==> config.mk <==
export PLATFORM = sky130hd
export DESIGN_NAME = fir_convolution_correlation_modes
export DESIGN_NICKNAME = d
export VERILOG_FILES = /design/src/hw/rtl/fccm_pkg.sv /design/src/hw/rtl/fccm_dp.sv /design/src/hw/rtl/fccm_ctrl.sv /design/src/hw/rtl/fir_convolution_correlation_modes.sv
export SDC_FILE = /design/constraint.sdc
export NUM_CORES = 2
export LEC_CHECK = 0
export BUFFER_PORTS_ARGS = -buffer_cell sky130_fd_sc_hd__buf_2
export CAP_MARGIN = 5
export CORE_MARGIN = 2
export CORE_UTILIZATION = 55
export DETAILED_ROUTE_END_ITERATION = 6
export PLACE_DENSITY = 0.71
export SETUP_SLACK_MARGIN = 0.4
export SYNTH_ARGS = -nofsm -noshare
export SYNTH_HDL_FRONTEND = slang
export SYNTH_SLANG_ARGS = --single-unit
==> constraint.sdc <==
create_clock -name clk_i -period 15.7 [get_ports clk_i]
set_clock_uncertainty 0.2 [all_clocks]
set_input_delay 1.57 -clock clk_i [delete_from_list [all_inputs] [get_ports clk_i]]
set_output_delay 1.57 -clock clk_i [all_outputs]
set_load 0.01 [all_outputs]
==> src/hw/rtl/fccm_pkg.sv <==
`timescale 1ns / 1ps

package fccm_pkg;

  localparam int MAX_TAPS    = 32;
  localparam int SAMPLE_BITS = 16;

  localparam int RES_BITS  = 40;
  localparam int TAP_IDX_W = 5;
  localparam int SEEN_W    = 6;
  localparam int SEEN_MAX  = 63;
  localparam int REG_IDX_W = 2;
  localparam int CFG_W     = 6;
  localparam int MODE_W    = 2;
  localparam int KLEN_CFG_W = 6;

  localparam int KIDX_W = (MAX_TAPS > 1) ? $clog2(MAX_TAPS) : 1;
  localparam int KLEN_W = $clog2(MAX_TAPS + 1);
  localparam int PROD_W = 2 * SAMPLE_BITS;
  localparam int ACC_RAW_W = PROD_W + KIDX_W + 1;
  localparam int ACC_W = (ACC_RAW_W > RES_BITS) ? ACC_RAW_W : RES_BITS;

  // register indexes
  localparam logic [REG_IDX_W-1:0] REG_CONV_MODE     = 2'd0;
  localparam logic [REG_IDX_W-1:0] REG_OPERATION     = 2'd1;
  localparam logic [REG_IDX_W-1:0] REG_KERNEL_LENGTH = 2'd2;

  // conv_mode codes, bit 1 set means valid extent
  localparam logic [MODE_W-1:0] MODE_FULL = 2'd0;
  localparam logic [MODE_W-1:0] MODE_SAME = 2'd1;
  localparam int MODE_VALID_BIT = 1;

  localparam logic OP_CONV = 1'b0;
  localparam logic OP_CORR = 1'b1;

  localparam logic CMD_TAP    = 1'b0;
  localparam logic CMD_SAMPLE = 1'b1;

  typedef enum logic [1:0] {
    ST_IDLE,
    ST_ISSUE,
    ST_WAIT,
    ST_OUT
  } ctrl_state_e;

  typedef struct packed {
    logic              tap_we;
    logic              shift_en;
    logic              hist_clr;
    logic              rd_en;
    logic              rd_first;
    logic              rd_last;
    logic [KIDX_W-1:0] hidx;
    logic [KIDX_W-1:0] kidx;
  } dp_cmd_t;

  typedef struct packed {
    logic sum_done;
  } dp_status_t;

endpackage

==> src/hw/rtl/fccm_dp.sv <==
`timescale 1ns / 1ps

module fccm_dp (
  input  logic                                 clk_i,
  input  logic                                 rst_ni,
  input  fccm_pkg::dp_cmd_t                    cmd_i,
  input  logic [fccm_pkg::TAP_IDX_W-1:0]       tap_index_i,
  input  logic signed [fccm_pkg::SAMPLE_BITS-1:0] data_value_i,
  output fccm_pkg::dp_status_t                 status_o,
  output logic signed [fccm_pkg::RES_BITS-1:0] result_value_o
);

  localparam int RES_BITS_LO = fccm_pkg::RES_BITS - 1;

  logic signed [fccm_pkg::SAMPLE_BITS-1:0] kernel_mem [fccm_pkg::MAX_TAPS];
  logic signed [fccm_pkg::SAMPLE_BITS-1:0] hist_q [fccm_pkg::MAX_TAPS];

  logic signed [fccm_pkg::SAMPLE_BITS-1:0] tap_q, samp_q;
  logic signed [fccm_pkg::PROD_W-1:0]      prod_q;
  logic signed [fccm_pkg::ACC_W-1:0]       acc_q, acc_d;
  logic b_vld_q, b_first_q, b_last_q;
  logic c_vld_q, c_first_q, c_last_q;
  logic done_q;
  logic [fccm_pkg::ACC_W-RES_BITS_LO-1:0] top_bits;

  // kernel store, no reset
  always_ff @(posedge clk_i) begin
    if (cmd_i.tap_we) begin
      kernel_mem[fccm_pkg::KIDX_W'(tap_index_i)] <= data_value_i;
    end
    tap_q <= kernel_mem[cmd_i.kidx];
  end

  // delay line, entry 0 is the newest sample
  always_ff @(posedge clk_i or negedge rst_ni) begin
    if (!rst_ni) begin
      for (int i = 0; i < fccm_pkg::MAX_TAPS; i++) hist_q[i] <= '0;
    end else if (cmd_i.hist_clr) begin
      for (int i = 0; i < fccm_pkg::MAX_TAPS; i++) hist_q[i] <= '0;
    end else if (cmd_i.shift_en) begin
      for (int i = fccm_pkg::MAX_TAPS - 1; i > 0; i--) hist_q[i] <= hist_q[i-1];
      hist_q[0] <= data_value_i;
    end
  end

  always_ff @(posedge clk_i) begin
    samp_q <= hist_q[cmd_i.hidx];
    prod_q <= tap_q * samp_q;
    if (c_vld_q) begin
      acc_q <= acc_d;
    end
  end

  always_comb begin
    acc_d = c_first_q ? fccm_pkg::ACC_W'(prod_q) : acc_q + fccm_pkg::ACC_W'(prod_q);
  end

  always_ff @(posedge clk_i or negedge rst_ni) begin
    if (!rst_ni) begin
      b_vld_q   <= 1'b0;
      b_first_q <= 1'b0;
      b_last_q  <= 1'b0;
      c_vld_q   <= 1'b0;
      c_first_q <= 1'b0;
      c_last_q  <= 1'b0;
      done_q    <= 1'b0;
    end else begin
      b_vld_q   <= cmd_i.rd_en;
      b_first_q <= cmd_i.rd_first;
      b_last_q  <= cmd_i.rd_last;
      c_vld_q   <= b_vld_q;
      c_first_q <= b_first_q;
      c_last_q  <= b_last_q;
      done_q    <= c_vld_q && c_last_q;
    end
  end

  assign status_o.sum_done = done_q;

  // saturate to the result width
  assign top_bits = acc_q[fccm_pkg::ACC_W-1:RES_BITS_LO];
  always_comb begin
    if ((&top_bits) || !(|top_bits)) begin
      result_value_o = acc_q[fccm_pkg::RES_BITS-1:0];
    end else begin
      result_value_o = {acc_q[fccm_pkg::ACC_W-1], {RES_BITS_LO{~acc_q[fccm_pkg::ACC_W-1]}}};
    end
  end

endmodule

==> src/hw/rtl/fccm_ctrl.sv <==
`timescale 1ns / 1ps

module fccm_ctrl (
  input  logic                               clk_i,
  input  logic                               rst_ni,
  input  logic                               in_valid_i,
  output logic                               in_ready_o,
  input  logic                               cmd_i,
  input  logic [fccm_pkg::TAP_IDX_W-1:0]     tap_index_i,
  input  logic                               end_of_block_i,
  output logic                               out_valid_o,
  input  logic                               out_ready_i,
  output logic                               last_result_o,
  input  logic                               cfg_valid_i,
  output logic                               cfg_ready_o,
  input  logic [fccm_pkg::REG_IDX_W-1:0]     cfg_index_i,
  input  logic [fccm_pkg::CFG_W-1:0]         cfg_data_i,
  output fccm_pkg::dp_cmd_t                  cmd_o,
  input  fccm_pkg::dp_status_t               status_i
);

  fccm_pkg::ctrl_state_e state_q, state_d;

  logic [fccm_pkg::MODE_W-1:0]     conv_mode_q;
  logic                            operation_q;
  logic [fccm_pkg::KLEN_CFG_W-1:0] kernel_length_q;

  logic [fccm_pkg::KIDX_W-1:0] k_q, k_d, t_q, t_d, t_end_q, t_end_d;
  logic [fccm_pkg::SEEN_W-1:0] seen_q, seen_d;
  logic                        eob_q, eob_d;

  logic [fccm_pkg::KLEN_W-1:0] klen, klen_m1, half, kidx_full;
  logic [fccm_pkg::KIDX_W-1:0] last_t, t_start;
  logic valid_mode, same_mode, emit_any, pos_ge_half;
  logic in_acc, out_acc, k_at_end, t_at_end;

  always_ff @(posedge clk_i or negedge rst_ni) begin
    if (!rst_ni) begin
      conv_mode_q     <= fccm_pkg::MODE_FULL;
      operation_q     <= fccm_pkg::OP_CONV;
      kernel_length_q <= fccm_pkg::KLEN_CFG_W'(1);
    end else if (cfg_valid_i) begin
      case (cfg_index_i)
        fccm_pkg::REG_CONV_MODE:     conv_mode_q     <= cfg_data_i[fccm_pkg::MODE_W-1:0];
        fccm_pkg::REG_OPERATION:     operation_q     <= cfg_data_i[0];
        fccm_pkg::REG_KERNEL_LENGTH: kernel_length_q <= cfg_data_i[fccm_pkg::KLEN_CFG_W-1:0];
        default: ;
      endcase
    end
  end

  assign cfg_ready_o = 1'b1;

  // taps in use: zero acts as one, too large clamps
  always_comb begin
    if (kernel_length_q == '0) begin
      klen = fccm_pkg::KLEN_W'(1);
    end else if (int'(kernel_length_q) > fccm_pkg::MAX_TAPS) begin
      klen = fccm_pkg::KLEN_W'(fccm_pkg::MAX_TAPS);
    end else begin
      klen = fccm_pkg::KLEN_W'(kernel_length_q);
    end
  end

  assign klen_m1    = klen - fccm_pkg::KLEN_W'(1);
  assign half       = klen_m1 >> 1;
  assign valid_mode = conv_mode_q[fccm_pkg::MODE_VALID_BIT];
  assign same_mode  = !valid_mode && (conv_mode_q == fccm_pkg::MODE_SAME);
  assign pos_ge_half = int'(seen_q) >= int'(half);

  always_comb begin
    if (valid_mode) begin
      emit_any = int'(seen_q) >= int'(klen_m1);
      last_t   = '0;
    end else if (same_mode) begin
      emit_any = end_of_block_i || pos_ge_half;
      last_t   = fccm_pkg::KIDX_W'(half);
    end else begin
      emit_any = 1'b1;
      last_t   = fccm_pkg::KIDX_W'(klen_m1);
    end
    // same mode, block shorter than the lead-in: first tail offset
    if (same_mode && !pos_ge_half) begin
      t_start = fccm_pkg::KIDX_W'(half - fccm_pkg::KLEN_W'(seen_q));
    end else begin
      t_start = '0;
    end
  end

  assign kidx_full = (operation_q == fccm_pkg::OP_CORR) ?
                     klen_m1 - fccm_pkg::KLEN_W'(k_q) : fccm_pkg::KLEN_W'(k_q);
  assign k_at_end  = fccm_pkg::KLEN_W'(k_q) == klen_m1;
  assign t_at_end  = t_q == t_end_q;

  assign in_ready_o    = state_q == fccm_pkg::ST_IDLE;
  assign out_valid_o   = state_q == fccm_pkg::ST_OUT;
  assign last_result_o = eob_q && t_at_end;
  assign in_acc        = in_valid_i && in_ready_o;
  assign out_acc       = out_valid_o && out_ready_i;

  always_ff @(posedge clk_i or negedge rst_ni) begin
    if (!rst_ni) begin
      state_q <= fccm_pkg::ST_IDLE;
      k_q     <= '0;
      t_q     <= '0;
      t_end_q <= '0;
      seen_q  <= '0;
      eob_q   <= 1'b0;
    end else begin
      state_q <= state_d;
      k_q     <= k_d;
      t_q     <= t_d;
      t_end_q <= t_end_d;
      seen_q  <= seen_d;
      eob_q   <= eob_d;
    end
  end

  always_comb begin
    state_d = state_q;
    k_d     = k_q;
    t_d     = t_q;
    t_end_d = t_end_q;
    seen_d  = seen_q;
    eob_d   = eob_q;
    cmd_o          = '0;
    cmd_o.hidx     = k_q - t_q;
    cmd_o.kidx     = fccm_pkg::KIDX_W'(kidx_full);
    cmd_o.rd_first = k_q == t_q;
    cmd_o.rd_last  = k_at_end;

    case (state_q)
      fccm_pkg::ST_IDLE: begin
        if (in_acc) begin
          if (cmd_i == fccm_pkg::CMD_TAP) begin
            cmd_o.tap_we = int'(tap_index_i) < fccm_pkg::MAX_TAPS;
          end else begin
            cmd_o.shift_en = 1'b1;
            if (int'(seen_q) < fccm_pkg::SEEN_MAX) begin
              seen_d = seen_q + fccm_pkg::SEEN_W'(1);
            end
            eob_d   = end_of_block_i;
            t_end_d = end_of_block_i ? last_t : '0;
            t_d     = t_start;
            k_d     = t_start;
            if (emit_any) begin
              state_d = fccm_pkg::ST_ISSUE;
            end else if (end_of_block_i) begin
              cmd_o.hist_clr = 1'b1;
              seen_d         = '0;
            end
          end
        end
      end
      fccm_pkg::ST_ISSUE: begin
        cmd_o.rd_en = 1'b1;
        if (k_at_end) begin
          state_d = fccm_pkg::ST_WAIT;
        end else begin
          k_d = k_q + fccm_pkg::KIDX_W'(1);
        end
      end
      fccm_pkg::ST_WAIT: begin
        if (status_i.sum_done) begin
          state_d = fccm_pkg::ST_OUT;
        end
      end
      fccm_pkg::ST_OUT: begin
        if (out_acc) begin
          if (t_at_end) begin
            if (eob_q) begin
              cmd_o.hist_clr = 1'b1;
              seen_d         = '0;
            end
            state_d = fccm_pkg::ST_IDLE;
          end else begin
            t_d     = t_q + fccm_pkg::KIDX_W'(1);
            k_d     = t_q + fccm_pkg::KIDX_W'(1);
            state_d = fccm_pkg::ST_ISSUE;
          end
        end
      end
      default: begin
        state_d = fccm_pkg::ST_IDLE;
      end
    endcase
  end

endmodule

==> src/hw/rtl/fir_convolution_correlation_modes.sv <==
`timescale 1ns / 1ps
// tap write: no result
// each result at offset t issues the taps from t to K - 1 on the single shared multiplier, then
// goes through multiply, accumulate and hand-off before it is shown; one transaction in flight
// in full and same modes a sample that ends a block also emits its tail, one summation per result
// reset clears control, the delay line, the sample count and the registers
// (full, convolution, one tap); kernel taps hold no defined value until written

module fir_convolution_correlation_modes (
  input  logic                                    clk_i,
  input  logic                                    rst_ni,
  input  logic                                    in_valid_i,
  output logic                                    in_ready_o,
  input  logic                                    cmd_i,
  input  logic [fccm_pkg::TAP_IDX_W-1:0]          tap_index_i,
  input  logic signed [fccm_pkg::SAMPLE_BITS-1:0] data_value_i,
  input  logic                                    end_of_block_i,
  output logic                                    out_valid_o,
  input  logic                                    out_ready_i,
  output logic signed [fccm_pkg::RES_BITS-1:0]    result_value_o,
  output logic                                    last_result_o,
  input  logic                                    cfg_valid_i,
  output logic                                    cfg_ready_o,
  input  logic [fccm_pkg::REG_IDX_W-1:0]          cfg_index_i,
  input  logic [fccm_pkg::CFG_W-1:0]              cfg_data_i
);

  fccm_pkg::dp_cmd_t    dp_cmd;
  fccm_pkg::dp_status_t dp_status;

  fccm_ctrl u_ctrl (
    .clk_i          (clk_i),
    .rst_ni         (rst_ni),
    .in_valid_i     (in_valid_i),
    .in_ready_o     (in_ready_o),
    .cmd_i          (cmd_i),
    .tap_index_i    (tap_index_i),
    .end_of_block_i (end_of_block_i),
    .out_valid_o    (out_valid_o),
    .out_ready_i    (out_ready_i),
    .last_result_o  (last_result_o),
    .cfg_valid_i    (cfg_valid_i),
    .cfg_ready_o    (cfg_ready_o),
    .cfg_index_i    (cfg_index_i),
    .cfg_data_i     (cfg_data_i),
    .cmd_o          (dp_cmd),
    .status_i       (dp_status)
  );

  fccm_dp u_dp (
    .clk_i          (clk_i),
    .rst_ni         (rst_ni),
    .cmd_i          (dp_cmd),
    .tap_index_i    (tap_index_i),
    .data_value_i   (data_value_i),
    .status_o       (dp_status),
    .result_value_o (result_value_o)
  );

endmodule

==> reports/results.tsv <==
metric	value	unit
sequential share of power	0.290	
final cell count without fillers	6725	
clk root buf	clkbuf_16	
share of async-settable or async-resettable flops after synthesis	0.4726	
total count of hold-check failures in the final report	0	
top fanout value on the critical path	16	
RSZ-0062 raised after global routing	no	
sequential share of the synthesized area	0.5161	
ys flop type	edfxtp_1	
total number of vias	39169	
synth warn	0	
number of max-cap violations	0	
placed insts	6505	
path type of the worst min-delay path	reg2reg	
GRT Residual Overflow	0	
slew at the pin with the worst max-slew slack	1.159	ns
total CTS buffers	115	
Max transition margin	0.2273	
register bit total from synthesis	1168	
Data arrival, critical path	7.24	ns
signed area change from the synthesized netlist to the final layout	9.002	%
# setup viols final	0	
status	finished clean	
Clk network pwr share	0.200	
clock slew seen by the registers of the worst setup and hold paths	0.07	ns
critical path's slowest cell	dfxtp_1	
via count of the first global-routing pass	39311	
largest net degree at the start of global routing	246	
setup_tns	0	ns
power after layout	13.78	mW
startpoint type of the worst setup path	register	
leading cell type in the layout, fill and taps excluded	nand2_1	
sum of routed wire length over all layers	134.9	mm
number of nets with antenna violations after detailed routing	0	
post-synth design cell area	61370	um^2
final critical delay including setup and external delays	6.781	ns
Port Buffers	78	
number of instances in the synthesized netlist	5187	
family with the most delay on the worst path	adder cells	
number of buffers inserted to repair setup after CTS	0	
type of element capturing the critical path	register	
Largest stage delay, worst path	0.69	ns
Top Ports	80	
cell seen most often among critical-path stages	fa_1	
number of enable-type register cells in the synthesized netlist	552	
number of vias per cell after detailed routing	5.824	
final worst path period share	0.4319	
Area after DPL	63050	um^2
Avg Inst Size Synth	11.83	um^2
crit-path cells	nand2_1, inv_1, fa_1, inv_1, fa_1, fa_1, inv_1, fa_1, fa_1, inv_1, fa_1, inv_1, ha_1, and3_1, a221oi_1, o22ai_1, a21oi_1, o21bai_1, o41ai_1, nand4b_1, o211ai_1	
width of the die	338.0	um
first-pass GRT wire length	219.1	mm
HPWL after DPL	82.51	mm
switching pwr	5.675	mW
count of instances resized after the clock tree is built	0	
layout net count	5588	
P per Cell Area	206.0	nW/um^2
global placement routability congestion	0.9132	
detail-routed net length per standard cell	20.06	um
vertical die dimension	338.0	um
drt pass-1 iters	6	
type of the worst setup path	reg2reg	
Required @ worst endpoint	16.16	ns
area of the placeable core	110700	um^2
overall fraction of global-route tracks in use	0.2437	
fill count	8524	
clock latency on the worst-skew pair	0.72	ns
clock sink count	1168	
relative contribution of combinational cells to total power	0.509	
final standard cell area without fillers	66890	um^2
initial core utilization	0.5545	
static leakage	27.10	nW
maximum number of buffers from clock root to sink	3	
antenna violations before repair	5	
DRC violations left	0	
fraction of final layout cells with drive strength greater than 1	0.1360	
Internal Pwr Total	8.107	mW
die area	114300	um^2
maximum VDD drop	0.0003363	V
floorplan row count	122	
most frequent cells in the layout	1,261 x nand2_1, 585 x a21oi_1, 552 x edfxtp_1	
proportion of total power due to net switching	0.4118	
hold buffers post-CTS	0	
CTS tree	done	
Fmax	0.1475	GHz
first-iteration detailed-routing DRC count	3720	
number of pins exceeding their max-slew limit in the final report	0	
count of H-tree levels built during CTS	3	
worst path bufs/invs	5	
number of distinct standard cells referenced by the synthesized netlist	88	
[stage by stage]
step             util  worst slack [ns]  hold WS (ns)
2_1_floorplan       -             9.599        0.1312
3_3_place_gp   0.5697             9.106        0.1338
3_5_place_dp   0.5697             8.942        0.1346
4_1_cts        0.6044             8.935        0.1482
5_1_grt        0.6044             8.575        0.1505
6_report       0.6044             8.919        0.1479
[worst paths after layout]
kind / slack [ns] / to / startpoint / cells past startpoint
worst max-delay path: 8.92 / u_dp.prod_q[30]$_DFF_P_ / u_dp.samp_q[1]$_DFF_P_ / 21
min in group asynchronous: 0.76 / u_dp.hist_q[68]$_DFFE_PN0P_ / rst_ni / 1
worst max register to register: 8.92 / u_dp.prod_q[30]$_DFF_P_ / u_dp.samp_q[1]$_DFF_P_ / 21
worst min register to register: 0.15 / u_dp.c_vld_q$_DFF_PN0_ / u_dp.b_vld_q$_DFF_PN0_ / 0
worst min-delay path: 0.15 / u_dp.c_vld_q$_DFF_PN0_ / u_dp.b_vld_q$_DFF_PN0_ / 0
max in group asynchronous: 12.18 / u_dp.c_first_q$_DFF_PN0_ / rst_ni / 3
[power by group through the flow]
stage	clock network (mW)	logic [mW]	registers, mW
3_5_place_dp	0	7.03	4.05
3_3_place_gp	0	6.89	4.03
4_1_cts	2.81	7.07	3.99
2_1_floorplan	0	5.26	3.84
6_report	2.76	7.02	4.00
5_1_grt	2.93	7.83	4.05
[worst reg2reg max path, stage by stage, from the launching register on]
cell and delay (ns):
dfxtp_1 0.69, nand2_1 0.19, inv_1 0.16, fa_1 0.44, inv_1 0.09, fa_1 0.41, fa_1 0.52, inv_1 0.06
fa_1 0.49, fa_1 0.50, inv_1 0.05, fa_1 0.47, inv_1 0.04, ha_1 0.33, and3_1 0.22, a221oi_1 0.50
o22ai_1 0.14, a21oi_1 0.24, o21bai_1 0.14, o41ai_1 0.52, nand4b_1 0.17, o211ai_1 0.12
[registers in the layout (all words and copies together), names as in the netlist, 6 cells and up]
name,flops
u_dp.result_value_o,40
u_dp.tap_q,16
u_dp.kernel_mem,512
u_dp.prod_q,32
u_dp.hist_q,512
u_dp.samp_q,16
u_ctrl.seen_q,6
u_ctrl.kernel_length_q,6
[synthesized netlist by cell type (20+ instances only)]
cell	instances	area, um^2
mux2i_1	35	350.3
xor2_1	34	297.8
dfxtp_1	64	1281
dfrtp_1	551	13790
and2_1	129	807.0
ha_1	152	1902
clkbuf_1	224	840.8
o211ai_1	20	150.1
mux2_2	62	698.2
edfxtp_1	552	16580
nand2_1	1261	4733
o21ai_0	108	540.5
mux4_2	288	6486
inv_1	331	1242
nor2_1	95	356.6
nand3_1	27	135.1
a21o_1	43	322.8
xnor2_1	58	508.0
a21oi_1	586	2933
fa_1	266	5325
buf_2	70	350.3
[metal layers]
| metal | track usage | share of wire |
|---|---|---|
| met3 | 0.03530 | 0.060 |
| met5 | 0 | 0.00041 |
| met2 | 0.3947 | 0.49 |
| met1 | 0.3475 | 0.43 |
| met4 | 0.06894 | 0.024 |
[cells by family (layout without fill, tap and decap cells)]
| logic type | Yosys count | after routing | synth area share |
|---|---|---|---|
| XOR/XNOR | 92 | 92 | 0.01313 |
| buffers and inverters | 645 | 691 | 0.04111 |
| AO/OA/AOI/OAI | 873 | 873 | 0.08062 |
| flip-flops | 1168 | 1168 | 0.5161 |
| other | 1 | 5 | 0.00006111 |
| multiplexers | 386 | 386 | 0.1230 |
| adder cells (fa/ha/maj) | 418 | 418 | 0.1178 |
| AND/OR/NAND/NOR | 1604 | 1604 | 0.1082 |
[area by class of cell]
cell class / count / area (um^2) / area share
Sequential cell: 1168 / 31670 / 0.4735
Clock inverter: 47 / 432.9 / 0.006472
Antenna cell: 2 / 5.005 / 0.00007482
Multi-Input combinational cell: 3376 / 27300 / 0.4082
Clock buffer: 171 / 3403 / 0.05088
Tap cell: 1488 / 1862 / 0.02783
Timing Repair Buffer: 142 / 968.4 / 0.01448
Inverter: 331 / 1242 / 0.01857
Power figures use the tool's default switching activity.
